<file path="src/rtl/smpa_pkg.sv">
`timescale 1ns / 1ps

package smpa_pkg;

    localparam int COLUMNS     = 64;
    localparam int COL_W       = $clog2(COLUMNS);
    localparam int VALUE_W     = 32;
    localparam int POS_W       = 16;
    localparam int QUEUE_DEPTH = 4;

    localparam logic [VALUE_W-1:0] MOST_NEG = {1'b1, {(VALUE_W-1){1'b0}}};

    typedef struct packed {
        logic [VALUE_W-1:0] value;
        logic [COL_W-1:0]   col;
        logic [POS_W-1:0]   row;
        logic               restart;
        logic               last;
        logic               empty;
    } item_t;

endpackage

</file>
<file path="src/rtl/smpa_front.sv">
`timescale 1ns / 1ps

module smpa_front (
    input  logic                       aclk,
    input  logic                       aresetn,
    input  logic                       s_valid,
    output logic                       s_ready,
    input  logic signed [31:0]         s_sample_value,
    input  logic [5:0]                 s_column_index,
    input  logic [15:0]                s_row_offset,
    input  logic                       s_last_row,
    input  logic                       s_empty_segment,
    output logic                       f_valid,
    input  logic                       f_ready,
    output smpa_pkg::item_t            f_item
);
    import smpa_pkg::*;

    logic  valid_reg;
    item_t item_reg;
    item_t item_next;

    assign s_ready = !valid_reg || f_ready;
    assign f_valid = valid_reg;
    assign f_item  = item_reg;

    always_comb begin
        item_next.value   = VALUE_W'(s_sample_value);
        item_next.col     = COL_W'(s_column_index);
        item_next.row     = POS_W'(s_row_offset);
        item_next.restart = (s_row_offset == 16'd0);
        item_next.last    = s_last_row;
        item_next.empty   = s_empty_segment;
    end

    always_ff @(posedge aclk) begin
        if (!aresetn) begin
            valid_reg <= 1'b0;
        end else if (s_ready) begin
            valid_reg <= s_valid;
        end
    end

    always_ff @(posedge aclk) begin
        if (s_valid && s_ready) begin
            item_reg <= item_next;
        end
    end

endmodule

</file>
<file path="src/rtl/smpa_queue.sv">
`timescale 1ns / 1ps

module smpa_queue (
    input  logic                       aclk,
    input  logic                       aresetn,
    input  logic                       wr_valid,
    output logic                       wr_ready,
    input  smpa_pkg::item_t            wr_item,
    output logic                       rd_valid,
    input  logic                       rd_pop,
    output smpa_pkg::item_t            rd_item
);
    import smpa_pkg::*;

    localparam int PTR_W = (QUEUE_DEPTH > 1) ? $clog2(QUEUE_DEPTH) : 1;
    localparam int CNT_W = $clog2(QUEUE_DEPTH + 1);

    item_t             slots [QUEUE_DEPTH];
    logic [PTR_W-1:0]  wr_ptr_reg;
    logic [PTR_W-1:0]  rd_ptr_reg;
    logic [CNT_W-1:0]  count_reg;
    logic              push;
    logic              pop;

    assign wr_ready = (count_reg != CNT_W'(QUEUE_DEPTH));
    assign rd_valid = (count_reg != '0);
    assign rd_item  = slots[rd_ptr_reg];
    assign push     = wr_valid && wr_ready;
    assign pop      = rd_pop && rd_valid;

    always_ff @(posedge aclk) begin
        if (!aresetn) begin
            wr_ptr_reg <= '0;
            rd_ptr_reg <= '0;
            count_reg  <= '0;
        end else begin
            if (push) begin
                wr_ptr_reg <= (wr_ptr_reg == PTR_W'(QUEUE_DEPTH - 1)) ? '0 : wr_ptr_reg + 1'b1;
            end
            if (pop) begin
                rd_ptr_reg <= (rd_ptr_reg == PTR_W'(QUEUE_DEPTH - 1)) ? '0 : rd_ptr_reg + 1'b1;
            end
            if (push && !pop) begin
                count_reg <= count_reg + 1'b1;
            end else if (pop && !push) begin
                count_reg <= count_reg - 1'b1;
            end
        end
    end

    always_ff @(posedge aclk) begin
        if (push) begin
            slots[wr_ptr_reg] <= wr_item;
        end
    end

endmodule

</file>
<file path="src/rtl/smpa_back.sv">
`timescale 1ns / 1ps

module smpa_back (
    input  logic                       aclk,
    input  logic                       aresetn,
    input  logic                       q_valid,
    output logic                       q_pop,
    input  smpa_pkg::item_t            q_item,
    output logic                       m_valid,
    input  logic                       m_ready,
    output logic [5:0]                 m_result_column,
    output logic signed [31:0]         m_max_value,
    output logic [15:0]                m_max_position
);
    import smpa_pkg::*;

    logic [VALUE_W-1:0] store_max [COLUMNS];
    logic [POS_W-1:0]   store_pos [COLUMNS];

    logic               b_valid_reg;
    item_t              b_item_reg;
    logic [VALUE_W-1:0] rd_max_reg;
    logic [POS_W-1:0]   rd_pos_reg;

    logic               lw_valid_reg;
    logic [COL_W-1:0]   lw_col_reg;
    logic [VALUE_W-1:0] lw_max_reg;
    logic [POS_W-1:0]   lw_pos_reg;

    logic               m_valid_reg;
    logic [COL_W-1:0]   m_col_reg;
    logic [VALUE_W-1:0] m_max_reg;
    logic [POS_W-1:0]   m_pos_reg;

    logic               out_free;
    logic               b_emit;
    logic               b_advance;
    logic               b_write;
    logic               fwd;
    logic [VALUE_W-1:0] cur_max;
    logic [POS_W-1:0]   cur_pos;
    logic [VALUE_W-1:0] new_max;
    logic [POS_W-1:0]   new_pos;

    assign out_free  = !m_valid_reg || m_ready;
    assign b_emit    = b_item_reg.empty || b_item_reg.last;
    assign b_advance = b_valid_reg && (!b_emit || out_free);
    assign b_write   = b_advance && !b_item_reg.empty;
    assign q_pop     = q_valid && (!b_valid_reg || b_advance);

    // forward the write that landed on the same edge as this item's read
    assign fwd = lw_valid_reg && (lw_col_reg == b_item_reg.col);

    always_comb begin
        if (b_item_reg.restart) begin
            cur_max = MOST_NEG;
            cur_pos = '0;
        end else if (fwd) begin
            cur_max = lw_max_reg;
            cur_pos = lw_pos_reg;
        end else begin
            cur_max = rd_max_reg;
            cur_pos = rd_pos_reg;
        end
        if ($signed(b_item_reg.value) > $signed(cur_max)) begin
            new_max = b_item_reg.value;
            new_pos = b_item_reg.row;
        end else begin
            new_max = cur_max;
            new_pos = cur_pos;
        end
    end

    always_ff @(posedge aclk) begin
        if (q_pop) begin
            rd_max_reg <= store_max[q_item.col];
            rd_pos_reg <= store_pos[q_item.col];
        end
        if (b_write) begin
            store_max[b_item_reg.col] <= new_max;
            store_pos[b_item_reg.col] <= new_pos;
        end
    end

    always_ff @(posedge aclk) begin
        if (!aresetn) begin
            b_valid_reg  <= 1'b0;
            lw_valid_reg <= 1'b0;
            m_valid_reg  <= 1'b0;
        end else begin
            if (!b_valid_reg || b_advance) begin
                b_valid_reg <= q_valid;
            end
            if (b_write) begin
                lw_valid_reg <= 1'b1;
            end
            if (out_free) begin
                m_valid_reg <= b_advance && b_emit;
            end
        end
    end

    always_ff @(posedge aclk) begin
        if (q_pop) begin
            b_item_reg <= q_item;
        end
        if (b_write) begin
            lw_col_reg <= b_item_reg.col;
            lw_max_reg <= new_max;
            lw_pos_reg <= new_pos;
        end
        if (out_free && b_advance && b_emit) begin
            m_col_reg <= b_item_reg.col;
            if (b_item_reg.empty) begin
                m_max_reg <= MOST_NEG;
                m_pos_reg <= '0;
            end else begin
                m_max_reg <= new_max;
                m_pos_reg <= new_pos;
            end
        end
    end

    assign m_valid         = m_valid_reg;
    assign m_result_column = 6'(m_col_reg);
    assign m_max_value     = 32'(m_max_reg);
    assign m_max_position  = 16'(m_pos_reg);

endmodule

</file>
<file path="src/rtl/segment_max_pool_argmax.sv">
`timescale 1ns / 1ps

// Segment max pooling with argmax over 64 feature columns. Each item carries one element:
// a signed Q16.16 value, its column, its row offset within the segment and flags for the
// column's last row and for an empty segment. Row offset zero restarts the column; a
// strictly greater value replaces the column's maximum and its position, so ties keep the
// first row. The last row of a column emits one item with the column, its maximum and the
// row offset of that maximum; an empty segment emits the most negative value at position
// zero and leaves the store alone. A column must see row zero before any other row after
// reset. The block takes one item per cycle while the output side is not stalled: an input
// register and a four-entry queue feed a back end whose per-column store is read into a
// register as each item enters it and written back with forwarding, and an output register
// lets input continue while a result waits.
module segment_max_pool_argmax (
    input  logic                aclk,
    input  logic                aresetn,
    input  logic                s_valid,
    output logic                s_ready,
    input  logic signed [31:0]  s_sample_value,
    input  logic [5:0]          s_column_index,
    input  logic [15:0]         s_row_offset,
    input  logic                s_last_row,
    input  logic                s_empty_segment,
    output logic                m_valid,
    input  logic                m_ready,
    output logic [5:0]          m_result_column,
    output logic signed [31:0]  m_max_value,
    output logic [15:0]         m_max_position
);
    import smpa_pkg::*;

    logic  f_valid;
    logic  f_ready;
    item_t f_item;
    logic  q_valid;
    logic  q_pop;
    item_t q_item;

    smpa_front u_front (
        .aclk            (aclk),
        .aresetn         (aresetn),
        .s_valid         (s_valid),
        .s_ready         (s_ready),
        .s_sample_value  (s_sample_value),
        .s_column_index  (s_column_index),
        .s_row_offset    (s_row_offset),
        .s_last_row      (s_last_row),
        .s_empty_segment (s_empty_segment),
        .f_valid         (f_valid),
        .f_ready         (f_ready),
        .f_item          (f_item)
    );

    smpa_queue u_queue (
        .aclk     (aclk),
        .aresetn  (aresetn),
        .wr_valid (f_valid),
        .wr_ready (f_ready),
        .wr_item  (f_item),
        .rd_valid (q_valid),
        .rd_pop   (q_pop),
        .rd_item  (q_item)
    );

    smpa_back u_back (
        .aclk            (aclk),
        .aresetn         (aresetn),
        .q_valid         (q_valid),
        .q_pop           (q_pop),
        .q_item          (q_item),
        .m_valid         (m_valid),
        .m_ready         (m_ready),
        .m_result_column (m_result_column),
        .m_max_value     (m_max_value),
        .m_max_position  (m_max_position)
    );

endmodule
</file>
<file path="config.mk">
export PLATFORM = sky130hd
export DESIGN_NAME = segment_max_pool_argmax
export DESIGN_NICKNAME = d
export VERILOG_FILES = /design/src/rtl/smpa_pkg.sv /design/src/rtl/smpa_front.sv /design/src/rtl/smpa_queue.sv /design/src/rtl/smpa_back.sv /design/src/rtl/segment_max_pool_argmax.sv
export SDC_FILE = /design/constraint.sdc
export NUM_CORES = 2
export LEC_CHECK = 0
export BUFFER_PORTS_ARGS = -buffer_cell sky130_fd_sc_hd__buf_4
export CORE_ASPECT_RATIO = 1.4
export CORE_UTILIZATION = 54
export DETAILED_ROUTE_END_ITERATION = 7
export GPL_TIMING_DRIVEN = 1
export PLACE_DENSITY = 0.72
export SLEW_MARGIN = 15
export SYNTH_ARGS = -nofsm -noshare
export SYNTH_HDL_FRONTEND = slang
export SYNTH_HIERARCHICAL = 1
export SYNTH_SLANG_ARGS = --single-unit
export TNS_END_PERCENT = 100
</file>
<file path="constraint.sdc">
create_clock -name aclk -period 9.2 [get_ports aclk]
set_input_delay 0.92 -clock aclk [delete_from_list [all_inputs] [get_ports aclk]]
set_output_delay 0.92 -clock aclk [all_outputs]
set_load 0.01 [all_outputs]
</file>
==> results.md <==
- Unrepaired setup endpoints after global routing: no
- Fin. max-slew vios: 0
- I/O pin count: roughly 120
- R2r worst-path depth: 15
- Fin crit share: 75.5%
- Startpoint types: flip-flop
- CORE AREA: about 250,000 um2
- Netlist cell types: 56
- Post CTS Setup Buffer Count: 0
- Vias: slightly below 70,000
- Leakage: around 48 nW
- Clock root cell: clkbuf_16
- Hold Path Class: in -> reg
- Worst Path Arrival: 7.42 ns
- Clock-pin transition on the worst setup and hold timing paths: 0.07 ns
- Vias/cell: approximately 7.1
- Peak supply drop: 0.325 mV
- TNS Setup: 0 ns
- WL final: 395 mm
- Post-Syn Area per Cell: 24.1 um2
- Post_cts resized: 0
- Gr usage total: 31.0%
- Global Route met3 Usage: 7.13%
- Starting Density: between 50% and 60%
- Crit path from: u_back/b_item_reg[23]
- Fillers: around 17,000
- CP max stage cell: mux2_2
- CTS tree: yes
- Count of final hold-check violations: 0
- Ys async rst share: 0%
- Detail Route Antenna Nets: 0
- Min Tclk post-route: around 6.9 ns
- CP peak stage delay: ~1.0 ns
- Netlist Area Pre-Place: 137,000 um2
- Grt total ovfl: 0
- Max clock buf depth: 4
- Vias in the first global route: 66,963
- WHS Path Cells: 1
- Syn Inst Count: 5,678
- Final GP Congestion: just under 0.9
- Worst-path cell chain: xnor2_1 > nand4_1 > nor4_2 > buf_4 > buf_4 > mux2i_1 > or2_2 > ha_1 > a21oi_1 > o21ai_0 > a21oi_1 > o311ai_0 > o21ai_4 > buf_4 > mux2_2
- Peak Freq: between 0.1 and 0.15 GHz
- Reg-to-Reg Start: u_back/b_item_reg[23]
- Top flop regs: u_back/store_max: 2048 flops, u_back/store_pos: 1024 flops, u_queue/slots: 228 flops
- Initial antenna violation count: 14
- Synth Flop Type: edfxtp_1
- Mean routed wirelength per cell: about 41 um
- DIE AREA: 255,000 um2
- CP dominant cell by count: buf_4
- Seq cells post-synth: 3,583
- Met2 Usage GRT: roughly half
- R2r endpoint: u_back/store_pos[39][2]
- Residual DRC count: 0
- Die width: around 430 um
- Worst Path Max Fanout: 65
- Cts hold-fix bufs: 0
- Fin nets: about 6,100
- Crit path kind: reg -> reg
- CTS sink cnt: 3,583
- Number of port buffers: 115
- Least-Margin Pin Slew: roughly 1.3 ns
- Global-route wire length before repair: 535 mm
- TritonCTS buffer count: between 300 and 400
- Pin count of the biggest net entering global routing: around 120
- Detailed Routing Iterations Pass 1: 6
- Insertion delay to the later sink of the worst-skew pair: ~0.9 ns
- Area Growth Syn to Fin: 11.9%
- Busiest grt layer: met2
- Net Count, Synth: a little under 6,000
- GR Layer Usage met1: 38.9%
- Die Y-Extent: ~600 um
- Reg with most FFs: u_back/store_max
- R2R setup slack: 2.26 ns
- Hold wc startpoint: s_sample_value[19]
- Clock Skew: 0.0590 ns
- Register area share after synthesis: 78.5%
- Relative slew slack: between 10 and 15%
- CP Capture Type: flip-flop
- Yosys warning count: 6
- # H-tree levels: 5
- Tot Pwr: approximately 49 mW
- EDFF count, synth: between 3,000 and 4,000
- Worst Hold End: u_front/f_item[44]
- Maxcap violations: 0
- Max reg flops: between 2,000 and 2,500
- Post-DP HPWL: between 200 and 250 mm
- Power per cell area: 321 nW/um2
- WP data required: between 9 and 10 ns
- Status: completed
- Row count: 218
- Drt initial violations: between 10,000 and 15,000
- # setup viols final: 0
- Layout cells sized above 1: a little under a third
-- per-layer routing --
metal	routed length (um)	part of all wire, %	vias up
met2	192000	49	5852
li1	-	-	24964
met5	102	0.026	-
met4	28000	7.1	14
met1	125000	32	35686
met3	50100	13	1245
-- cell type report --
type / count / area, um2 / area share (%)
clock inverter: 164 / 1540 / 1.01
tap: 3300 / 4130 / 2.70
timing repair buffer: 334 / 2920 / 1.90
inverter: 38 / 150 / 0.0981
multi-input combinational: 1764 / 28700 / 18.7
antenna: 6 / 15.0 / 0.00981
clock buffer: 375 / 8150 / 5.32
sequential: 3583 / 107000 / 70.2
-- cell families after synthesis --
family / Yosys count / share of synthesized area, %
mux: 1174 / 17.7
fa+ha+maj: 39 / 0.362
xor+xnor: 8 / 0.0512
buf+inv: 331 / 1.19
compound gates: 168 / 0.828
flops: 3583 / 78.5
simple gates: 375 / 1.29
-- worst max-delay path by stage --
stage	to	slack, ns
after floorplan	u_queue/count_reg[2]	1.17
after global placement	u_back/store_pos[32][2]	2.58
after detailed placement	u_back/store_pos[32][2]	2.40
after CTS	u_back/store_pos[34][2]	2.37
after global routing	u_back/store_pos[50][2]	2.10
final	u_back/store_pos[39][2]	2.26
-- through the flow --
step / utilization (%) / hold slack [ns] / std cells / cell area [um2] / setup WS [ns]
after floorplan: - / 0.440 / 5678 / 137000 / 1.17
after global placement: 56.8 / 0.450 / 9015 / 143000 / 2.58
after detailed placement: 56.9 / 0.477 / 9017 / 143000 / 2.40
after CTS: 60.7 / 0.176 / 9556 / 153000 / 2.37
after global routing: 60.7 / 0.192 / 9560 / 153000 / 2.10
final: 60.7 / 0.215 / 9564 / 153000 / 2.26
-- cell usage in the layout (no fill, tap or decap), drive strengths merged, types with 8 or more instances in the layout --
cell | netlist | layout
a211oi | 22 | 22
a21oi | 31 | 31
a22oi | 50 | 50
buf | 178 | 334
bufinv | 0 | 27
clkbuf | 115 | 375
clkinv | 0 | 118
clkinvlp | 0 | 10
dfxtp | 13 | 13
edfxtp | 3570 | 3570
ha | 38 | 38
inv | 38 | 47
mux2 | 68 | 68
mux2i | 111 | 111
mux4 | 995 | 995
nand2 | 57 | 57
nand4 | 8 | 8
nor2 | 181 | 181
nor2b | 51 | 51
o21ai | 9 | 9
o22ai | 28 | 28
or2 | 32 | 32
-- Yosys cell counts, types with 4 or more instances --
cell / count / area, um2
buf_6: 16 / 180
a21oi_1: 31 / 155
nand3_1: 7 / 35.0
xnor2_1: 4 / 35.0
edfxtp_1: 3570 / 107000
a22oi_1: 50 / 375
nand2_1: 57 / 214
mux2_1: 8 / 90.1
nor3_1: 6 / 30.0
buf_2: 84 / 420
o21ai_0: 7 / 35.0
a211oi_1: 22 / 165
nor2_1: 181 / 679
dfxtp_1: 13 / 260
or2_2: 30 / 188
mux4_2: 995 / 22400
buf_1: 37 / 139
ha_1: 38 / 475
nor4_1: 7 / 43.8
nand4_1: 8 / 50.1
o211ai_1: 5 / 37.5
nand2b_1: 5 / 31.3
inv_1: 38 / 143
clkbuf_1: 115 / 432
o22ai_1: 28 / 175
buf_4: 41 / 308
and3_2: 4 / 30.0
mux2i_1: 111 / 1110
a31oi_1: 7 / 43.8
xor2_1: 4 / 35.0
nor2b_1: 51 / 319
mux2_2: 60 / 676
-- power breakdown --
part	internal [mW]	switching [mW]
combinational	4.27	8.28
sequential	23.1	0.655
clock	7.08	5.76
-- critical path: cells and delay by family (launching register included) --
kind	cells	cell delay [ns]
flip-flops	1	0.53
buffers and inverters	3	1.84
XOR/XNOR	1	0.26
adder cells (fa/ha/maj)	1	0.31
AND/OR/NAND/NOR	3	0.65
multiplexers	2	1.24
AO/OA/AOI/OAI	5	1.53
No activity file was read; power rests on OpenSTA's default activity.
